==> src/rtl/rgb_sobel_edge_magnitude_top_defines.svh <==
// ----------------------------------------------------------------------------
// Assertion macros for the RGB Sobel edge magnitude block
// Shared property forms; each use names its own label.
// ----------------------------------------------------------------------------
`ifndef RGB_SOBEL_EDGE_MAGNITUDE_TOP_DEFINES_SVH
`define RGB_SOBEL_EDGE_MAGNITUDE_TOP_DEFINES_SVH

// same-cycle implication, checked outside reset
`define RSEM_ASSERT_NOW(label, ante, cons) \
  label: assert property (@(posedge clk) disable iff (!rst_n) (ante) |-> (cons)) \
    else $error("rsem same-cycle check failed");

// next-cycle implication, checked outside reset
`define RSEM_ASSERT_NEXT(label, ante, cons) \
  label: assert property (@(posedge clk) disable iff (!rst_n) (ante) |=> (cons)) \
    else $error("rsem next-cycle check failed");

`endif

==> src/rtl/rsem_pkg.sv <==
// ----------------------------------------------------------------------------
// rsem_pkg
// Types, kernels and helpers shared by the Sobel edge magnitude modules.
// ----------------------------------------------------------------------------
`default_nettype none

package rsem_pkg;

  typedef logic [23:0] pix_t;

  // one 3x3 neighborhood, index row*3+col, out-of-frame taps already zero
  typedef struct packed {
    logic            last;
    logic [8:0][23:0] win;
  } job_t;

  // queue status seen by the front and back
  typedef struct packed {
    logic full;
    logic empty;
  } qstat_t;

  localparam int QUEUE_DEPTH = 2;
  localparam int QPTR_W      = 1;
  localparam int QCNT_W      = 2;

  localparam logic [7:0] SAT_MAX = 8'd255;

  localparam logic signed [2:0] KERN_X [9] = '{3'sd1, 3'sd0, -3'sd1,
                                               3'sd2, 3'sd0, -3'sd2,
                                               3'sd1, 3'sd0, -3'sd1};
  localparam logic signed [2:0] KERN_Y [9] = '{3'sd1, 3'sd2, 3'sd1,
                                               3'sd0, 3'sd0, 3'sd0,
                                               -3'sd1, -3'sd2, -3'sd1};

  // gradient of one channel over nine taps
  function automatic logic signed [10:0] grad(input logic [8:0][7:0] v,
                                              input logic use_y);
    logic signed [10:0] acc;
    logic signed [10:0] kv;
    acc = '0;
    for (int k = 0; k < 9; k++) begin
      kv  = use_y ? 11'(KERN_Y[k]) : 11'(KERN_X[k]);
      acc = acc + $signed({3'b000, v[k]}) * kv;
    end
    return acc;
  endfunction

endpackage

`default_nettype wire

==> src/rtl/rsem_if.sv <==
// ----------------------------------------------------------------------------
// rsem_in_if / rsem_out_if
// Valid/ready channels for pixel beats in and edge beats out.
// ----------------------------------------------------------------------------
`default_nettype none


interface rsem_out_if;
  logic       valid;
  logic       ready;
  logic [7:0] edge_red;
  logic [7:0] edge_green;
  logic [7:0] edge_blue;
  logic       frame_last;

  modport source (output valid, edge_red, edge_green, edge_blue, frame_last,
                  input ready);
  modport sink   (input valid, edge_red, edge_green, edge_blue, frame_last,
                  output ready);
endinterface

`default_nettype wire

==> src/rtl/rsem_back.sv <==
// ----------------------------------------------------------------------------
// rsem_back
// Gradients, squared magnitude and bitwise square root for three channels.
// ----------------------------------------------------------------------------
`default_nettype none

module rsem_back (
  input  wire logic         clk,
  input  wire logic         rst_n,
  input  rsem_pkg::job_t    head,
  input  rsem_pkg::qstat_t  qstat,
  output logic              pop,
  rsem_out_if.source        out_ch
);

  typedef enum logic [1:0] {B_IDLE, B_SQR, B_ROOT, B_OUT} bstate_t;

  bstate_t                   state_r;
  logic signed [10:0]        gx_r [3];
  logic signed [10:0]        gy_r [3];
  logic [20:0]               mag_r [3];
  logic [7:0]                root_r [3];
  logic [7:0]                bit_r;
  logic                      last_r;

  logic [2:0][8:0][7:0]      taps;
  logic [2:0][7:0]           edge_v;
  logic [2:0][7:0]           trial;

  // split the neighborhood per channel, red first
  always_comb begin
    for (int ch = 0; ch < 3; ch++) begin
      for (int k = 0; k < 9; k++) begin
        taps[ch][k] = head.win[k][23-8*ch -: 8];
      end
      trial[ch]  = root_r[ch] | bit_r;
      edge_v[ch] = (mag_r[ch][20:16] != '0) ? rsem_pkg::SAT_MAX : root_r[ch];
    end
  end

  assign pop                = (state_r == B_IDLE) && !qstat.empty;
  assign out_ch.valid       = (state_r == B_OUT);
  assign out_ch.edge_red    = edge_v[0];
  assign out_ch.edge_green  = edge_v[1];
  assign out_ch.edge_blue   = edge_v[2];
  assign out_ch.frame_last  = last_r;

  // sequencer and datapath registers
  always_ff @(posedge clk) begin
    if (!rst_n) begin
      state_r <= B_IDLE;
    end else begin
      unique case (state_r)
        B_IDLE: begin
          if (pop) begin
            for (int ch = 0; ch < 3; ch++) begin
              gx_r[ch] <= rsem_pkg::grad(taps[ch], 1'b0);
              gy_r[ch] <= rsem_pkg::grad(taps[ch], 1'b1);
            end
            last_r  <= head.last;
            state_r <= B_SQR;
          end
        end
        B_SQR: begin
          for (int ch = 0; ch < 3; ch++) begin
            mag_r[ch]  <= 21'(22'(gx_r[ch]) * 22'(gx_r[ch]))
                        + 21'(22'(gy_r[ch]) * 22'(gy_r[ch]));
            root_r[ch] <= '0;
          end
          bit_r   <= 8'h80;
          state_r <= B_ROOT;
        end
        B_ROOT: begin
          // one result bit per cycle, msb first
          for (int ch = 0; ch < 3; ch++) begin
            if (21'(16'(trial[ch]) * 16'(trial[ch])) <= mag_r[ch]) begin
              root_r[ch] <= trial[ch];
            end
          end
          bit_r <= bit_r >> 1;
          if (bit_r[0]) begin
            state_r <= B_OUT;
          end
        end
        B_OUT: begin
          if (out_ch.ready) begin
            state_r <= B_IDLE;
          end
        end
        default: state_r <= B_IDLE;
      endcase
    end
  end

endmodule

`default_nettype wire

==> src/flat_wrapper.sv <==
// flat-port wrapper written by rule: the top's interface ports become plain ports
module rsem_back_flat 
  (clk, rst_n, head, qstat, pop, out_ch_valid, out_ch_edge_red, out_ch_edge_green, out_ch_edge_blue, out_ch_frame_last, out_ch_ready);
  rsem_out_if out_ch_i ();
  input  wire logic clk;
  input  wire logic rst_n;
  input  rsem_pkg::job_t head;
  input  rsem_pkg::qstat_t qstat;
  output logic pop;
  output wire logic [$bits(out_ch_i.valid)-1:0] out_ch_valid;
  output wire logic [$bits(out_ch_i.edge_red)-1:0] out_ch_edge_red;
  output wire logic [$bits(out_ch_i.edge_green)-1:0] out_ch_edge_green;
  output wire logic [$bits(out_ch_i.edge_blue)-1:0] out_ch_edge_blue;
  output wire logic [$bits(out_ch_i.frame_last)-1:0] out_ch_frame_last;
  input wire logic [$bits(out_ch_i.ready)-1:0] out_ch_ready;
  assign out_ch_valid = out_ch_i.valid;
  assign out_ch_edge_red = out_ch_i.edge_red;
  assign out_ch_edge_green = out_ch_i.edge_green;
  assign out_ch_edge_blue = out_ch_i.edge_blue;
  assign out_ch_frame_last = out_ch_i.frame_last;
  assign out_ch_i.ready = out_ch_ready;
  rsem_back u_core (.clk(clk), .rst_n(rst_n), .head(head), .qstat(qstat), .pop(pop), .out_ch(out_ch_i));
endmodule
==> config.mk <==
export PLATFORM = sky130hd
export DESIGN_NAME = rsem_back_flat
export DESIGN_NICKNAME = d
export VERILOG_FILES = /design/src/rtl/rgb_sobel_edge_magnitude_top_defines.svh /design/src/rtl/rsem_pkg.sv /design/src/rtl/rsem_if.sv /design/src/rtl/rsem_back.sv /design/src/flat_wrapper.sv
export SDC_FILE = /design/constraint.sdc
export NUM_CORES = 2
export LEC_CHECK = 0
export BUFFER_PORTS_ARGS = -buffer_cell sky130_fd_sc_hd__buf_2
export CORE_UTILIZATION = 35
export CTS_BUF_LIST = sky130_fd_sc_hd__clkbuf_8 sky130_fd_sc_hd__clkbuf_16
export CTS_CLUSTER_DIAMETER = 30
export CTS_CLUSTER_SIZE = 20
export DETAILED_ROUTE_END_ITERATION = 6
export GPL_TIMING_DRIVEN = 0
export SYNTH_ARGS = -nofsm -noshare
export SYNTH_HDL_FRONTEND = slang
export SYNTH_SLANG_ARGS = --single-unit
==> constraint.sdc <==
create_clock -name clk -period 19.2 [get_ports clk]
set_input_delay 1.92 -clock clk [delete_from_list [all_inputs] [get_ports clk]]
set_output_delay 1.92 -clock clk [all_outputs]
set_load 0.005 [all_outputs]
==> summary.md <==
After floorplanning, the core was sized to cover 0.124 mm2. Counting flops with an async set or reset pin after synthesis yields a share of 0%. The number of instances on the worst hold path is 2, and the count of unresolved DRC violations after routing is 0. Summed over all layers, the routed wires come to 92.5 mm. The logs give 15.5% for the overall fraction of global-route tracks in use and 45 for the largest net degree at the start of global routing.

The highest fanout seen on the critical path was 10. The synthesized design spends more area on one cell type than any other, namely fa_1. Maximum clock insertion buffer count: 2.

The leading cell type by number of instances after synthesis was inv_1. Yosys mapped a number of flops with a built-in enable equal to 162. After legalization and detailed placement, the total HPWL measured 83.3 mm. The hold-fix buffer count after cts is 0. During I/O placement, the number of pins put on the boundary was 249.

The H-tree level count was 4. The flow ran to the end, and the final reports show no timing, DRC or antenna violations. Setup repair after global routing left no endpoint under its margin.

Final hold violation count: 0. The routed design could run at a clock period as short as 7.71 ns. For the total clock sinks, the log shows 164. STA puts the critical path data required time at 19.45 ns. For this run the aggregate overflow at the end of global routing stands at 0. The worst setup path is captured at a flop.

The pin slew with the least headroom to its limit is 1.19 ns. The overall die height works out to 357 um. The post-synthesis instance area was 0.0440 mm2.

The run gives 0 as the count of pins over their slew limit. The post-synthesis sequential element count is 164. The relative area change from synthesis to final layout is 8.81%, and the share of Yosys cell area claimed by the top area cell type is 42.0%. The post-CTS setup repair buffer count is 0. The predominant post-synthesis flop cell was edfxtp_1. The run gives 0 as the count of nets left with antenna violations after detail routing.

In this run the worst hold path is classified as flop to flop. The tools report the category of the worst setup path launch point as a flop. The run gives 129 as the site row count.

Averaged over all synthesized cells, the footprint is 9.78 um2. The detailed router placed 29.1k vias in this run. The cell count after synthesis came out at 4506.

In this run the clock root is driven by a clkbuf_16. The mean number of vias per cell was 4.54. The floorplan step defined a die boundary enclosing 0.127 mm2. The first global-routing pass estimated 158 mm of wire.

The iteration-0 DRC count of the detailed router is 1201, and the number of detailed-routing iterations run before antenna repair is 5. For this configuration, the core starts out at a cell density of 35.4%. The number of distinct library cell variants in the gate-level netlist after synthesis is 63. Sorting the synthesized cells by area gives the leading types as fa_1 (42%), ha_1 (14%), inv_1 (11%), edfxtp_1 (11%), xnor2_1 (4.3%). TritonCTS built the clock tree. The clock skew after layout is 0.0215 ns. During synthesis, Yosys emitted a total of 0 warnings. Counting instances in the post-synthesis netlist gives the leading cell types as inv_1 (1297), fa_1 (924), ha_1 (494).

The data arrival time of the worst path is 7.95 ns. Routability-driven placement finished with a final weighted congestion of 0.848. The floorplan step set the die width to 357 um.

The via count of the first global-routing pass came out at 31.5k. The run gives 17 as the TritonCTS buffer count. Counting the fill cells in the layout gives 12.5k. Static timing analysis puts the maximum clock frequency at 130 MHz. The logs give 6392 for the number of nets in the layout and 0 for the count of cells resized by post-cts repair.

The accumulated negative setup slack is 0 ns, and the portion of the clock cycle consumed by the worst path in the final layout is 40.1%. Setup violations remaining at the end of the flow were counted as 0. The worst register-to-register path has a depth of 21. The tools report the initial antenna violation count as 8. Dividing the detail-routed wire length by the instance count gives 14.4 um.

The run gives 0.51 ns as the clock latency at the later pin of the worst-skew pair. The number of buffer cells added on primary ports was 223; the max-capacitance violation count was 0. The share of layout cells above drive strength 1 came out at 6.21%.

In this run the tightest slew margin relative to its limit is 20.0%. Post-synthesis sequential area ratio: 11.1%. The critical path in this run is classified as flop to flop. After clock tree synthesis, the clock-pin slew on the worst setup and hold paths is 0.08 ns. In this run the register-to-register setup slack is 11.49 ns.
worst max-delay path, cell delays in order, from the launching register on:
cell,delay [ns]
edfxtp_1,0.48
clkbuf_1,0.43
clkbuf_1,0.40
nand2_1,0.17
inv_1,0.52
fa_1,0.53
inv_1,0.08
fa_1,0.43
fa_1,0.50
fa_1,0.57
fa_1,0.47
fa_1,0.51
inv_1,0.05
fa_1,0.45
ha_1,0.26
nor3_1,0.21
o211ai_1,0.16
a41oi_1,0.42
o21ai_0,0.31
a21o_1,0.24
a21oi_1,0.17
xnor2_1,0.09
placed cells by master, fill, tap and decap left out, drive strengths merged, types with 5 or more instances in the layout:
| master | n |
|---|---|
| a21oi | 128 |
| or2 | 13 |
| edfxtp | 162 |
| nor3 | 47 |
| a211oi | 8 |
| buf | 236 |
| nand3b | 5 |
| fa | 924 |
| o211ai | 11 |
| nand2b | 28 |
| ha | 494 |
| o21a | 18 |
| xor2 | 83 |
| xnor2 | 215 |
| nand4 | 5 |
| nor4b | 5 |
| and2 | 157 |
| clkinv | 5 |
| nor2b | 74 |
| nand3 | 15 |
| nor4 | 8 |
| o22ai | 9 |
| a21o | 36 |
| inv | 1304 |
| or4 | 7 |
| and3 | 9 |
| clkbuf | 91 |
| diode | 6 |
| a211o | 7 |
| or3 | 30 |
| o31ai | 7 |
| o21bai | 19 |
| nor2 | 212 |
| o21ai | 78 |
| nand2 | 262 |
area by class of cell:
| cell class | count | area [um2] | share of cell area, % |
|---|---|---|---|
| diodes | 6 | 15.0 | 0.0313 |
| flip-flops and latches | 164 | 4900 | 10.2 |
| clock buffers | 17 | 425 | 0.888 |
| multi-input cells | 2961 | 33900 | 70.7 |
| clock inverters | 15 | 219 | 0.457 |
| plain buffers | 85 | 390 | 0.814 |
| inverters | 1298 | 4870 | 10.2 |
| repair buffers | 225 | 1160 | 2.43 |
| well taps | 1637 | 2050 | 4.27 |
routing by layer:
metal | routed length, um | vias up | track usage, % | part of all wire [%]
li1 | - | 13975 | - | -
met1 | 43100 | 14591 | 21.5 | 47
met2 | 44600 | 420 | 25.8 | 48
met3 | 3280 | 73 | 1.96 | 3.5
met4 | 1470 | 4 | 3.74 | 1.6
met5 | 27 | - | 0 | 0.029
per-stage QoR:
stage / setup WS, ns / hold WS [ns] / cell area (um2) / utilization, % / instances
finish: 11.49 / 0.537 / 47900 / 38.6 / 6408
global route: 10.88 / 0.560 / 47900 / 38.6 / 6406
CTS: 11.43 / 0.542 / 47900 / 38.6 / 6402
detailed placement: 11.44 / 0.531 / 47300 / 38.0 / 6370
global placement: 11.49 / 0.521 / 47200 / 38.0 / 6368
floorplan: 12.62 / 0.500 / 44100 / - / 4508
flip-flops by register name (all words and copies together), names as in the netlist:
register	flops
u_core.gx_r	33
u_core.out_ch.frame_last	1
u_core.gy_r	33
u_core.root_r	24
u_core.state_r	2
u_core.mag_r	63
u_core.bit_r	8
path summary, 6_finish.rpt:
| path | startpoint | endpoint |
|---|---|---|
| min | u_core.state_r[0] | u_core.state_r[0] |
| max | u_core.gy_r[0][32] | u_core.mag_r[0][59] |
| max reg2reg | u_core.gy_r[0][32] | u_core.mag_r[0][59] |
| min reg2reg | u_core.state_r[0] | u_core.state_r[0] |
cells by family after synthesis:
family | Yosys count | share of synthesized area, %
simple gates | 886 | 9.89
xor+xnor | 300 | 6.03
other cells | 2 | 0.0170
buf+inv | 1383 | 11.9
compound gates | 347 | 4.81
fa+ha+maj | 1418 | 56.0
flops | 164 | 11.1
mux | 6 | 0.145
Power is left out: the tool's default activity adds up to more than one toggle a clock period on the data nets, which glitch-free logic cannot reach.
