## src/rtl/rgb_sobel_edge_magnitude_top_defines.svh

```systemverilog
// ----------------------------------------------------------------------------
// Assertion macros for the RGB Sobel edge magnitude block
// Shared property forms; each use names its own label.
// ----------------------------------------------------------------------------
`ifndef RGB_SOBEL_EDGE_MAGNITUDE_TOP_DEFINES_SVH
`define RGB_SOBEL_EDGE_MAGNITUDE_TOP_DEFINES_SVH

// same-cycle implication, checked outside reset
`define RSEM_ASSERT_NOW(label, ante, cons) \
  label: assert property (@(posedge clk) disable iff (!rst_n) (ante) |-> (cons)) \
    else $error("rsem same-cycle check failed");

// next-cycle implication, checked outside reset
`define RSEM_ASSERT_NEXT(label, ante, cons) \
  label: assert property (@(posedge clk) disable iff (!rst_n) (ante) |=> (cons)) \
    else $error("rsem next-cycle check failed");

`endif

```

## src/rtl/rsem_pkg.sv

```systemverilog
// ----------------------------------------------------------------------------
// rsem_pkg
// Types, kernels and helpers shared by the Sobel edge magnitude modules.
// ----------------------------------------------------------------------------
`default_nettype none

package rsem_pkg;

  typedef logic [23:0] pix_t;

  // one 3x3 neighborhood, index row*3+col, out-of-frame taps already zero
  typedef struct packed {
    logic            last;
    logic [8:0][23:0] win;
  } job_t;

  // queue status seen by the front and back
  typedef struct packed {
    logic full;
    logic empty;
  } qstat_t;

  localparam int QUEUE_DEPTH = 2;
  localparam int QPTR_W      = 1;
  localparam int QCNT_W      = 2;

  localparam logic [7:0] SAT_MAX = 8'd255;

  localparam logic signed [2:0] KERN_X [9] = '{3'sd1, 3'sd0, -3'sd1,
                                               3'sd2, 3'sd0, -3'sd2,
                                               3'sd1, 3'sd0, -3'sd1};
  localparam logic signed [2:0] KERN_Y [9] = '{3'sd1, 3'sd2, 3'sd1,
                                               3'sd0, 3'sd0, 3'sd0,
                                               -3'sd1, -3'sd2, -3'sd1};

  // gradient of one channel over nine taps
  function automatic logic signed [10:0] grad(input logic [8:0][7:0] v,
                                              input logic use_y);
    logic signed [10:0] acc;
    logic signed [10:0] kv;
    acc = '0;
    for (int k = 0; k < 9; k++) begin
      kv  = use_y ? 11'(KERN_Y[k]) : 11'(KERN_X[k]);
      acc = acc + $signed({3'b000, v[k]}) * kv;
    end
    return acc;
  endfunction

endpackage

`default_nettype wire

```

## src/rtl/rsem_queue.sv

```systemverilog
// ----------------------------------------------------------------------------
// rsem_queue
// Two-entry queue of neighborhoods between the front and the back.
// ----------------------------------------------------------------------------
`default_nettype none

`include "rgb_sobel_edge_magnitude_top_defines.svh"

module rsem_queue (
  input  wire logic         clk,
  input  wire logic         rst_n,
  input  wire logic         push,
  input  rsem_pkg::job_t    push_job,
  input  wire logic         pop,
  output rsem_pkg::job_t    head,
  output rsem_pkg::qstat_t  qstat
);

  rsem_pkg::job_t                  ent_r [rsem_pkg::QUEUE_DEPTH];
  logic [rsem_pkg::QPTR_W-1:0]     wr_r, rd_r;
  logic [rsem_pkg::QCNT_W-1:0]     cnt_r;

  assign qstat.full  = (cnt_r == rsem_pkg::QCNT_W'(rsem_pkg::QUEUE_DEPTH));
  assign qstat.empty = (cnt_r == '0);
  assign head        = ent_r[rd_r];

  // entry storage
  always_ff @(posedge clk) begin
    if (push) begin
      ent_r[wr_r] <= push_job;
    end
  end

  // pointers and fill count
  always_ff @(posedge clk) begin
    if (!rst_n) begin
      wr_r  <= '0;
      rd_r  <= '0;
      cnt_r <= '0;
    end else begin
      if (push) wr_r <= wr_r + 1'b1;
      if (pop)  rd_r <= rd_r + 1'b1;
      cnt_r <= cnt_r + rsem_pkg::QCNT_W'(push) - rsem_pkg::QCNT_W'(pop);
    end
  end

  `RSEM_ASSERT_NOW(a_no_overflow, push && !pop, !qstat.full)
  `RSEM_ASSERT_NOW(a_no_underflow, pop, !qstat.empty)
  `RSEM_ASSERT_NEXT(a_count_tracks, push && !pop && !qstat.full, !qstat.empty)

endmodule

`default_nettype wire

```

## config.mk

```make
export PLATFORM = sky130hd
export DESIGN_NAME = rsem_queue
export DESIGN_NICKNAME = d
export VERILOG_FILES = /design/src/rtl/rsem_pkg.sv /design/src/rtl/rsem_queue.sv
export VERILOG_INCLUDE_DIRS = /design/src /design/src/rtl
export SDC_FILE = /design/constraint.sdc
export NUM_CORES = 1
export LEC_CHECK = 0
export BUFFER_PORTS_ARGS = -buffer_cell sky130_fd_sc_hd__buf_2
export CORE_UTILIZATION = 50
export DETAILED_ROUTE_END_ITERATION = 16
export PLACE_DENSITY_LB_ADDON = 0.15
export SLEW_MARGIN = 20
export SYNTH_ARGS = -nofsm -noshare
export SYNTH_HDL_FRONTEND = slang
export SYNTH_SLANG_ARGS = --single-unit
```

## constraint.sdc

```tcl
create_clock -name clk -period 21.7 [get_ports clk]
set_input_delay 0 -clock clk [delete_from_list [all_inputs] [get_ports clk]]
set_output_delay 0 -clock clk [all_outputs]
set_load 0.02 [all_outputs]
```

==> metrics list, run 1 <==
- Period utilisation layout: around 17%
* I/O pin cnt: 440
- For this configuration, the core starts out at a cell density of 51.3%.
* Number of post-CTS setup repair buffers: 0
* Worst slew slack as a fraction of its limit: between 20 and 30%
- Worst EP required: 21.70 ns
- STA classifies the critical path endpoint as a primary output.
- After clock tree synthesis, the repair step resized 0 gates.
- Main combinational cell family by area after synthesis: multiplexers
* Worst setup slack before clock tree synthesis: 18.54 ns
- The congestion estimate from routability-driven global placement came to 0.756.
- Arrival time at the worst endpoint: 3.65 ns
- The later pin in the worst-skew pair is clocked with a latency of approximately 0.52 ns.
- Fraction of the mapped netlist area in simple logic gates: less than 1%
- Leaving out fill and tap cells, the most frequent cells in the layout are 439 x sky130_fd_sc_hd__buf_2, 434 x sky130_fd_sc_hd__edfxtp_1, 221 x sky130_fd_sc_hd__dlygate4sd3_1, 130 x sky130_fd_sc_hd__mux2_4, 87 x sky130_fd_sc_hd__mux2_2.
- Global routing finished with a remaining overflow of 0.
- The die is around 180 microns wide.
- Clock transition at path regs: roughly 0.060 ns
- No sink is reached through more buffers than the 3 on the longest clock path.
- Port buffering added 439 buffers.
* Type of the worst setup path: reg -> out
- The share of the Yosys chip area taken by registers is approximately four fifths.
* NumNets Final: ~1600
* Largest net degree at the start of global routing: 80
* Post-synth net total: 919
* Parity-gate share of the synthesized area counting xor and xnor cells: less than 1%
- Wire length of the first global-routing pass: 51.7 mm
- Total of flip-flops plus latches after synthesis: 439
* Leakage dissipation: between 8 and 9 nW
- Setup tns final: 0 ns
- From synthesis to final layout, the design area changed by 37.6%.
- In the routed design, unresolved DRC markers number 0.
* Max Fanout on Critical Path: 65
- STA classifies the critical path startpoint as a register.
* Post-synthesis cell type with the largest combined area: sky130_fd_sc_hd__edfxtp_1
- Across all setup checks in the final design, the least slack found is about 18 ns.
- CTS buffer count: 44
- DRC marker count from the first detailed-route iteration: 472
- The final count of hold timing violations is 0.
- Synthesized instance count: a little under 700
* Layout cell share with drive strength beyond 1: 51.0%
* TritonCTS clock tree: built
* Global-route usage over all layers: roughly 20%
- Setup repair after global routing left no endpoint under its margin.
- Of the total synthesized cell area, the portion taken by full adders, half adders and majority gates is 0.152%.
- Die footprint: between 0.03 and 0.04 sq mm
- In this run the power density over the cells is just under 90 mW/mm^2.
* Number of standard-cell rows in the floorplan: between 60 and 70
- The library cell used most frequently in the layout, excluding fill and tap cells, is sky130_fd_sc_hd__buf_2.
- Yosys printed 0 warnings.
- Clk root buf: sky130_fd_sc_hd__clkbuf_16
* Core area: ~0.032 sq mm
* Initial antenna violation count: 3
- The floorplan step set the die height to about 180 microns.
* Worst vdd ir: around 0.08 mV
* Count of different cell masters after synthesis: 14
- The wire-length estimate of the detail-placed layout is 22.3 mm.
- The max-slew violation total from the final report is 0.
- Across the run, the number of max-cap violations was 0.
- Setup violations remaining at the end of the flow were counted as 0.
* Portion of netlist area occupied by mux cells: between 10% and 20%
* F_max: about 270 MHz
- The tightest min-delay check is of the in -> reg type.
- The clock net in this run drives a total of between 400 and 500 sinks.
- Once detail routing completed, the nets flagged for antenna violations numbered 0.
- In the final routed layout, each cell accounts on average for 19.0 microns.
- Detailed Route WL: ~35 mm
* Average vias per placed instance: between 4 and 5
- Top-area cell type share of the netlist area: about four fifths
- By area the synthesized netlist is led by sky130_fd_sc_hd__edfxtp_1 79%, sky130_fd_sc_hd__mux2_4 12%, sky130_fd_sc_hd__mux2_2 6.0%.
* Slew at the pin closest to its max-slew limit: approximately 1.1 ns
* Vias: between 9000 and 10000
- On the final layout, the worst clock skew is between 0.007 and 0.008 ns.
- The H-tree generated during clock tree synthesis spans 2 levels.
- Dividing the synthesized area by the synthesized cell count gives about 24 sq um.
* Via count of the first global-routing pass: ~9400
- Mapped Area: roughly 0.016 sq mm
- Number of iterations in the first detailed-routing pass: 5
* Minimum period implied by the final worst setup slack: around 3.7 ns
- Outcome: complete, no violations
* Compound-Gate Fraction of Synth Area: 0.0457%
what timing repair did:
action                                  4_1_cts  5_1_grt
endpoints found under the setup margin        0        0
hold buffers                                221        0
hold endpoints to repair                    439        0
cell usage after synthesis:
cell,number
sky130_fd_sc_hd__dfxtp_1,5
sky130_fd_sc_hd__edfxtp_1,434
sky130_fd_sc_hd__mux2_2,87
sky130_fd_sc_hd__xor2_1,1
sky130_fd_sc_hd__inv_1,2
sky130_fd_sc_hd__mux2_4,130
sky130_fd_sc_hd__and2_1,4
sky130_fd_sc_hd__buf_2,8
sky130_fd_sc_hd__o21a_1,1
sky130_fd_sc_hd__ha_1,2
sky130_fd_sc_hd__buf_6,16
sky130_fd_sc_hd__nor2b_1,4
sky130_fd_sc_hd__nor2_1,1
sky130_fd_sc_hd__xnor3_1,1
cell families (layout without fill, tap and decap cells):
group                      Yosys count  in the layout
other                                0              3
buffers and inverters               26            750
and+or+nand+nor                      9              9
xor gates and xnor gates             2              2
AOI/OAI and AO/OA                    1              1
adders and majority gates            2              2
muxes                              217            217
DFF                                439            439
sequential cells by signal, indices dropped and copies added, names as in the netlist, named ones only:
| signal | count |
|---|---|
| cnt_r | 2 |
| wr_r | 1 |
| rd_r | 1 |
| ent_r | 434 |
metal layers:
metal	GRT usage [%]	up-vias	share of wire, %
li1	-	4171	-
met1	24.3	4413	39
met2	35.3	367	50
met3	5.56	73	7.5
met4	8.10	0	3.3
met5	0	-	0
critical path, stage by stage (launching register included):
cell                      delay [ns]
sky130_fd_sc_hd__dfxtp_4        0.71
sky130_fd_sc_hd__buf_4          0.83
sky130_fd_sc_hd__buf_4          0.89
sky130_fd_sc_hd__mux2_2         0.43
sky130_fd_sc_hd__buf_2          0.16
power breakdown:
group / internal, mW / switching, mW
Clock: 0.400 / 0.297
Combinational: 0.131 / 0.143
Sequential: 0.982 / 0.0143
worst paths after layout:
check / endpoint / depth (start not counted) / startpoint / slack, ns
setup / recovery: head[45] / 4 / register / 18.05
hold / removal: ent_r[0][4] / 2 / push_job[4] / 0.19
hold reg to reg: register / 2 / rd_r / 0.58
setup reg to reg: ent_r[1][216] / 2 / wr_r / 19.17
metrics by stage:
step	power, mW	hold slack, ns	cell area (sq um)	instances	utilization (%)
after floorplan	1.18	0.0989	16400	696	-
after global placement	1.25	0.187	19000	1555	59.5
after detailed placement	1.25	0.191	19000	1555	59.5
after CTS	1.98	0.174	22500	1854	70.5
after global routing	2.03	0.182	22600	1857	70.6
final	1.97	0.191	22600	1858	70.6
area by class of cell:
type,count,area [sq um]
multi-input combinational,231,3060
tap,435,544
sequential,439,13100
timing repair buffer,670,4500
clock inverter,27,170
fill,2024,9380
antenna,3,7.51
inverter,2,7.51
clock buffer,51,1150
No activity file was read; power rests on OpenSTA's default activity.
==> inputs of run 2 (changes only) <==
--- a/config.mk
+++ b/config.mk
@@ -6,8 +6,9 @@
 export SDC_FILE = /design/constraint.sdc
 export NUM_CORES = 1
 export LEC_CHECK = 0
+export ABC_AREA = 1
 export BUFFER_PORTS_ARGS = -buffer_cell sky130_fd_sc_hd__buf_2
-export CORE_UTILIZATION = 50
+export CORE_UTILIZATION = 47
 export DETAILED_ROUTE_END_ITERATION = 16
 export PLACE_DENSITY_LB_ADDON = 0.15
 export SLEW_MARGIN = 20
==> constraint.sdc (replaced) <==
create_clock -name clk -period 3.1 [get_ports clk]
set_input_delay 0 -clock clk [delete_from_list [all_inputs] [get_ports clk]]
set_output_delay 0 -clock clk [all_outputs]
set_load 0.02 [all_outputs]
==> run 2 against run 1 <==
Global-route usage down 1.5 points. Critical path depth down 1. Hold slack worse by 0.0011 ns. Sequential share of layout area down 0.57 points.
==> metrics list, run 2 <==
- The register with the most flip-flops in the layout has between 400 and 500 of them.
- I/O pin cnt: 440
- The die covers between 0.03 and 0.04 sq mm.
- Average vias per placed instance: about 4.8
* Clock insertion delay at the later pin of the skew report: about 0.53 ns
- Final standard cell utilization of the core: approximately two thirds
- Clock net sink count: around 440
- For the worst setup path, the data arrival time is between 2 and 2.5 ns.
* Main combinational cell family by area after synthesis: multiplexers
* Period utilisation layout: 72.8%
* Layout cell share with drive strength beyond 1: slightly above 50%
- The die is 189 microns tall.
- Register bank with the most flops: ent_r
- Entering global routing, the biggest net connects 124 pins.
- Detailed routing inserted a total of a little over 9000 vias.
* F_max: between 400 and 500 MHz
* Hold Path Class: in -> reg
- In this run, post-CTS repair resized a total of 0 instances.
- Most frequent cell after synthesis: sky130_fd_sc_hd__edfxtp_1
- The number of global-route vias before repair was 9623.
* Port Buffer Count: around 440
* Type of the worst setup path: reg -> out
- Most instantiated flip-flop cell in the synthesis netlist: sky130_fd_sc_hd__edfxtp_1
* Leading cell type in the layout, fill and taps excluded: sky130_fd_sc_hd__buf_2
* Total of flip-flops plus latches after synthesis: roughly 440
* CTS Buffer Depth: 3
- Share of the yosys chip area belonging to registers: about four fifths
* Worst hold slack across all endpoints: about 0.19 ns
- The placed instances occupy a cell area of approximately 0.019 sq mm.
- Clk root buf: sky130_fd_sc_hd__clkbuf_16
* Worst setup slack before clock tree synthesis: between 1 and 1.5 ns
- Leaving out fill and tap cells, the most frequent cells in the layout are 439 x sky130_fd_sc_hd__buf_2, 434 x sky130_fd_sc_hd__edfxtp_1, 221 x sky130_fd_sc_hd__dlygate4sd3_1, 130 x sky130_fd_sc_hd__mux2_4, 87 x sky130_fd_sc_hd__mux2_2.
* NumNets Final: 1628
- Yosys synthesis warning count: 0
- The worst pin sits at a relative slew slack of roughly 49%.
* Remaining number of nets flagged by the antenna check after routing: 0
* Slew at the pin closest to its max-slew limit: around 0.76 ns
- Summed over all nets, the half-perimeter wirelength after detailed placement is around 22 mm.
* Post-detailed-route wirelength per cell: roughly 18 microns
- Sorting the synthesized cells by how often they occur yields 434 x sky130_fd_sc_hd__edfxtp_1, 130 x sky130_fd_sc_hd__mux2_4, 87 x sky130_fd_sc_hd__mux2_2.
- The congestion estimate from routability-driven global placement came to 0.756.
* Initial antenna violation count: 1
- Ranked by total cell area, the synthesized netlist is headed by sky130_fd_sc_hd__edfxtp_1 79%, sky130_fd_sc_hd__mux2_4 12%, sky130_fd_sc_hd__mux2_2 6.0%.
- Crit path capture type: primary output
- CP Launch Type: register
- Fraction of the mapped netlist area in simple logic gates: less than 1%
- Setup tns final: 0 ns
* Detailed Route WL: 34.7 mm
- Count of different cell masters after synthesis: 12
- The largest registers in the layout are ent_r (434), cnt_r (2).
* Total gr overflow: 0
* Final-report setup violation count: 0
- DRC marker count from the first detailed-route iteration: ~510
- Top-area cell type share of the netlist area: about 79%
- Cell area after layout: around 0.023 sq mm
- Portion of netlist area occupied by mux cells: roughly 18%
- Minimum period implied by the final worst setup slack: between 2 and 2.5 ns
* Worst hold path depth: 2
- The area growth from synthesis to layout is 39.0%.
- Parity-gate share of the synthesized area counting xor and xnor cells: 0%
- Setup repair after global routing left no endpoint under its margin.
- TritonCTS built the clock tree.
* Average instance area after synthesis: 23.2 sq um
- Across the routed clock network, the largest skew measured is just over 0.006 ns.
- In this run the worst path has a maximum fanout of 34.
- Mapped Area: approximately 0.016 sq mm
- Setup ws final: about 0.84 ns
- Outcome: complete, no violations
- Reported max-cap violation count: 0
- Data on the critical path is required at its endpoint by between 3 and 4 ns.
- Post-synth net total: between 900 and 1000
- Worst reg2reg path depth: 7
- The core region is 0.0345 sq mm.
* Number of iterations in the first detailed-routing pass: 6
- The number of setup buffers added after CTS is 0.
- The floorplan step set the die width to approximately 190 microns.
- Wire length of the first global-routing pass: between 50 and 60 mm
- Total count of hold-check failures in the final report: 0
* Proportion of register bits with asynchronous set or reset after synthesis: 0%
- Synthesis produced a netlist whose cell count is a little over 700.
* Leakage dissipation: 8.95 nW
* Global-route usage over all layers: 18.9%
- Of the total synthesized cell area, the portion taken by full adders, half adders and majority gates is less than 1%.
* Count of H-tree levels built during CTS: 2
- In this run, synthesis inferred between 400 and 500 flip-flops with an integrated enable.
- Compound-Gate Fraction of Synth Area: 0.0305%
- The floorplan has 68 rows.
* Clock transition at path regs: approximately 0.060 ns
- Effective utilization at floorplan: about 48%
- Worst vdd ir: between 0.5 and 0.6 mV
* Count of unresolved DRC violations after routing: 0
* Power density cells: around 600 mW/mm^2
* Count of final max-slew check failures: 0
- The synthesized design spends more area on one cell type than any other, namely sky130_fd_sc_hd__edfxtp_1.
- CTS buffer count: 45
==> run 2: cell count changes after synthesis, sizes merged, moves of 4 or more <==
cell and delta:
nand2 +8, inv +5, nor2b -4, and2 -4, nor2 +8
==> run 2: cell type report <==
type                    count  area (sq um)
inverters                   7          30.0
repair buffers            674          4610
fillers                  2395         11700
well taps                 455           569
flip-flops and latches    439         13100
clock buffers              54          1200
clock inverters            27           203
multi-input cells         238          3040
diodes                      2          5.00
==> run 2: path summary, 6_finish.rpt <==
check	from	end	slack [ns]
min reg2reg	rd_r	register	0.51
min	push_job[31]	ent_r[0][31]	0.19
max reg2reg	cnt_r[0]	cnt_r[0]	1.39
max	register	head[44]	0.84
==> run 2: stage by stage <==
stage | cells | total power, mW
after global routing | 1895 | 14.3
after global placement | 1592 | 8.59
after floorplan | 708 | 8.08
after CTS | 1894 | 14.0
after detailed placement | 1592 | 8.62
final | 1896 | 13.8
==> run 2: timing repair <==
| action | in CTS | in global routing |
|---|---|---|
| hold buffers | 221 | 0 |
| hold endpoints to repair | 439 | 0 |
| setup endpoints to repair | 0 | 0 |
==> run 2: where the power goes <==
group / switching (mW) / internal (mW) / leakage, nW
clock: 2.11 / 3.00 / 0.688
sequential: 0.0878 / 6.88 / 4.12
combinational: 0.916 / 0.832 / 4.15
==> run 2: cells by family (layout without fill, tap and decap cells) <==
logic type      after synthesis  after routing
compound gates                1              1
buf+inv                      31            762
mux                         217            217
simple gates                 18             18
other cells                   0              2
fa+ha+maj                     2              2
flops                       439            439
==> run 2: worst max-delay path, cell delays in order (launching register included) <==
cell and delay (ns):
sky130_fd_sc_hd__dfxtp_4 0.75, sky130_fd_sc_hd__buf_4 0.42, sky130_fd_sc_hd__mux2_2 0.38, sky130_fd_sc_hd__buf_2 0.16
==> run 2: layer usage <==
| metal | track usage, % | vias up | wire length [microns] |
|---|---|---|---|
| met1 | 22.0 | 4402 | 13200 |
| met3 | 5.17 | 66 | 2540 |
| met5 | 0 | - | 0 |
| met4 | 7.10 | 0 | 1180 |
| li1 | - | 4223 | - |
| met2 | 33.2 | 366 | 17700 |
==> inputs of run 3 (changes only) <==
--- a/config.mk
+++ b/config.mk
@@ -8,7 +8,7 @@
 export LEC_CHECK = 0
 export ABC_AREA = 1
 export BUFFER_PORTS_ARGS = -buffer_cell sky130_fd_sc_hd__buf_2
-export CORE_UTILIZATION = 47
+export CORE_UTILIZATION = 50
 export DETAILED_ROUTE_END_ITERATION = 16
 export PLACE_DENSITY_LB_ADDON = 0.15
 export SLEW_MARGIN = 20
==> constraint.sdc (replaced) <==
create_clock -name clk -period 2.35 [get_ports clk]
set_input_delay 0 -clock clk [delete_from_list [all_inputs] [get_ports clk]]
set_output_delay 0 -clock clk [all_outputs]
set_load 0.02 [all_outputs]
==> run 3 against run 2 <==
Wire length increased by 3.9%. Clock power increased by 36%. Critical path depth unchanged. Hold slack got worse by 0.0085 ns. First-iteration DRC count decreased by 0.39%. Total power increased by 34%. Cell count decreased by 0.69%. Global-route usage increased by 2.3 points. Combinational power increased by 35%. Critical path type unchanged.
==> metrics list, run 3 (synthesized netlist as in run 2, its figures left out) <==
- Largest net degree at the start of global routing: between 80 and 90
- The die covers roughly 0.034 sq mm.
* Leading cell type in the layout, fill and taps excluded: sky130_fd_sc_hd__buf_2
- Count of final max-slew check failures: 0
* CTS buffer count: 45
* Initial antenna violation count: 2
* Layout cell share with drive strength beyond 1: 51.2%
- The final count of hold timing violations was 0.
- The H-tree was split into 2 levels.
- Count of hold buffers inserted by post-cts repair: about 220
- Worst hold slack across all endpoints: between 0.15 and 0.2 ns
- Number of iterations in the first detailed-routing pass: 4
- Clock net sink count: approximately 440
- The worst setup path is launched from a register.
- The largest registers in the layout are ent_r (434), cnt_r (2).
- In the layout the commonest cells are 439 x sky130_fd_sc_hd__buf_2, 434 x sky130_fd_sc_hd__edfxtp_1, 221 x sky130_fd_sc_hd__dlygate4sd3_1, 130 x sky130_fd_sc_hd__mux2_4, 87 x sky130_fd_sc_hd__mux2_2.
- In this run the worst hold path is classified as in -> reg.
- Type of the worst setup path: reg -> out
- Dividing the final minimum period by the clock period gives roughly 91%.
- Slew at the pin closest to its max-slew limit: about 0.55 ns
* CTS Buffer Depth: 3
- F_max: between 400 and 500 MHz
* Final HPWL from detailed placement: approximately 23 mm
- Post-detailed-route wirelength per cell: roughly 19 microns
- Once the clock tree was built, the resizer swapped 0 gates to a different size.
- Remaining number of nets flagged by the antenna check after routing: 0
- The flow ran to the end, and the final reports show no timing, DRC or antenna violations.
* DRC marker count from the first detailed-route iteration: just over 500
- Max Fanout on Critical Path: 52
- Final-report setup violation count: 0
* Core area: ~0.032 sq mm
- Crit path capture type: primary output
* Post-Route Skew: between 0.015 and 0.02 ns
- Vias: between 9000 and 10000
- Along the worst hold path, the cell count comes to 2.
- Clk root buf: sky130_fd_sc_hd__clkbuf_16
- The first global-routing pass estimated about 54 mm of wire.
- Worst vdd ir: between 0.6 and 0.7 mV
- Total gr overflow: 0
* I/O pin cnt: 440
- The register with the most flip-flops in the layout has about 430 of them.
- STA puts the critical path data arrival time at roughly 2.2 ns.
- Dividing the detail-routed via count by the number of cells gives 4.85.
- The congestion estimate from routability-driven global placement came to approximately 0.77.
* Power density cells: between 800 and 900 mW/mm^2
- For this block, the routed nets add up to 36.0 mm of wire.
- The worst pin sits at a relative slew slack of approximately 64%.
* Synth-to-layout area growth: 39.6%
- For the worst setup path, the data required time is around 2.4 ns.
- At the later pin of the worst-skew pair, clock insertion delay measures 0.53 ns.
- Global-route usage over all layers: between 20% and 30%
* Via count of the first global-routing pass: 9767
- For the worst flop-to-flop path, the logic depth is 7.
* Register bank with the most flops: ent_r
- Across the run, the number of max-cap violations was 0.
- Effective utilization at floorplan: between 50 and 60%
* Leakage dissipation: roughly 9 nW
- TritonCTS built the clock tree.
* Number of post-CTS setup repair buffers: 0
* Minimum period implied by the final worst setup slack: roughly 2.1 ns
* Number of standard-cell rows in the floorplan: 65
* Clock transition at path regs: 0.06 ns
- NumNets Final: around 1600
- Horizontal die dimension: approximately 180 microns
* Total power: ~19 mW
- Die span in y: ~180 microns
* Count of unresolved DRC violations after routing: 0
* Port Buffer Count: approximately 440
* Unrepaired setup endpoints after global routing: no
run 3: changes by cell type in the layout (fill, tap and decap cells not counted):
cell and change:
sky130_fd_sc_hd__clkbuf_1 +6, sky130_fd_sc_hd__clkinv_1 -5, sky130_fd_sc_hd__buf_4 +4, sky130_fd_sc_hd__inv_6 -1, sky130_fd_sc_hd__clkinv_2 -2, sky130_fd_sc_hd__buf_12 +3
sky130_fd_sc_hd__bufinv_16 +2
run 3: final timing paths:
check | start | to | slack (ns)
setup / recovery | register | head[141] | 0.20
hold / removal | push_job[84] | ent_r[1][84] | 0.18
setup reg to reg | cnt_r[0] | cnt_r[0] | 0.62
hold reg to reg | rd_r | rd_r | 0.51
run 3: metal layers:
layer | share of wire (%) | vias to the layer above | GRT usage [%]
met4 | 3.4 | 0 | 8.40
met3 | 8.2 | 79 | 6.20
met2 | 52 | 361 | 37.7
met5 | 0 | - | 0
li1 | - | 4218 | -
met1 | 37 | 4476 | 23.7
run 3: power by group:
part	internal (mW)	switching, mW
clock network	4.20	2.77
logic	1.12	1.24
registers	9.08	0.112
run 3: cell type report:
type / count / area (sq um)
diodes: 2 / 5.00
inverters: 7 / 30.0
flip-flops and latches: 439 / 13100
clock buffers: 60 / 1220
clock inverters: 21 / 225
repair buffers: 681 / 4700
well taps: 435 / 544
fillers: 1986 / 9050
multi-input cells: 238 / 3040
run 3: stage by stage:
step	std cells	utilization (%)	TNS [ns]	setup WS [ns]	cell area, sq um
finish	1883	71.7	0	0.201	22900
global route	1883	71.7	0	0.129	22900
CTS	1881	71.7	0	0.176	22900
detailed placement	1579	60.2	0	0.743	19200
global placement	1579	60.2	0	0.752	19200
floorplan	708	-	-709.73	-1.68	16400
run 3: worst max-delay path: stages, from the launching register on:
cell                      delay [ns]
sky130_fd_sc_hd__dfxtp_4        0.61
sky130_fd_sc_hd__buf_12         0.38
sky130_fd_sc_hd__mux2_4         0.36
sky130_fd_sc_hd__buf_2          0.16
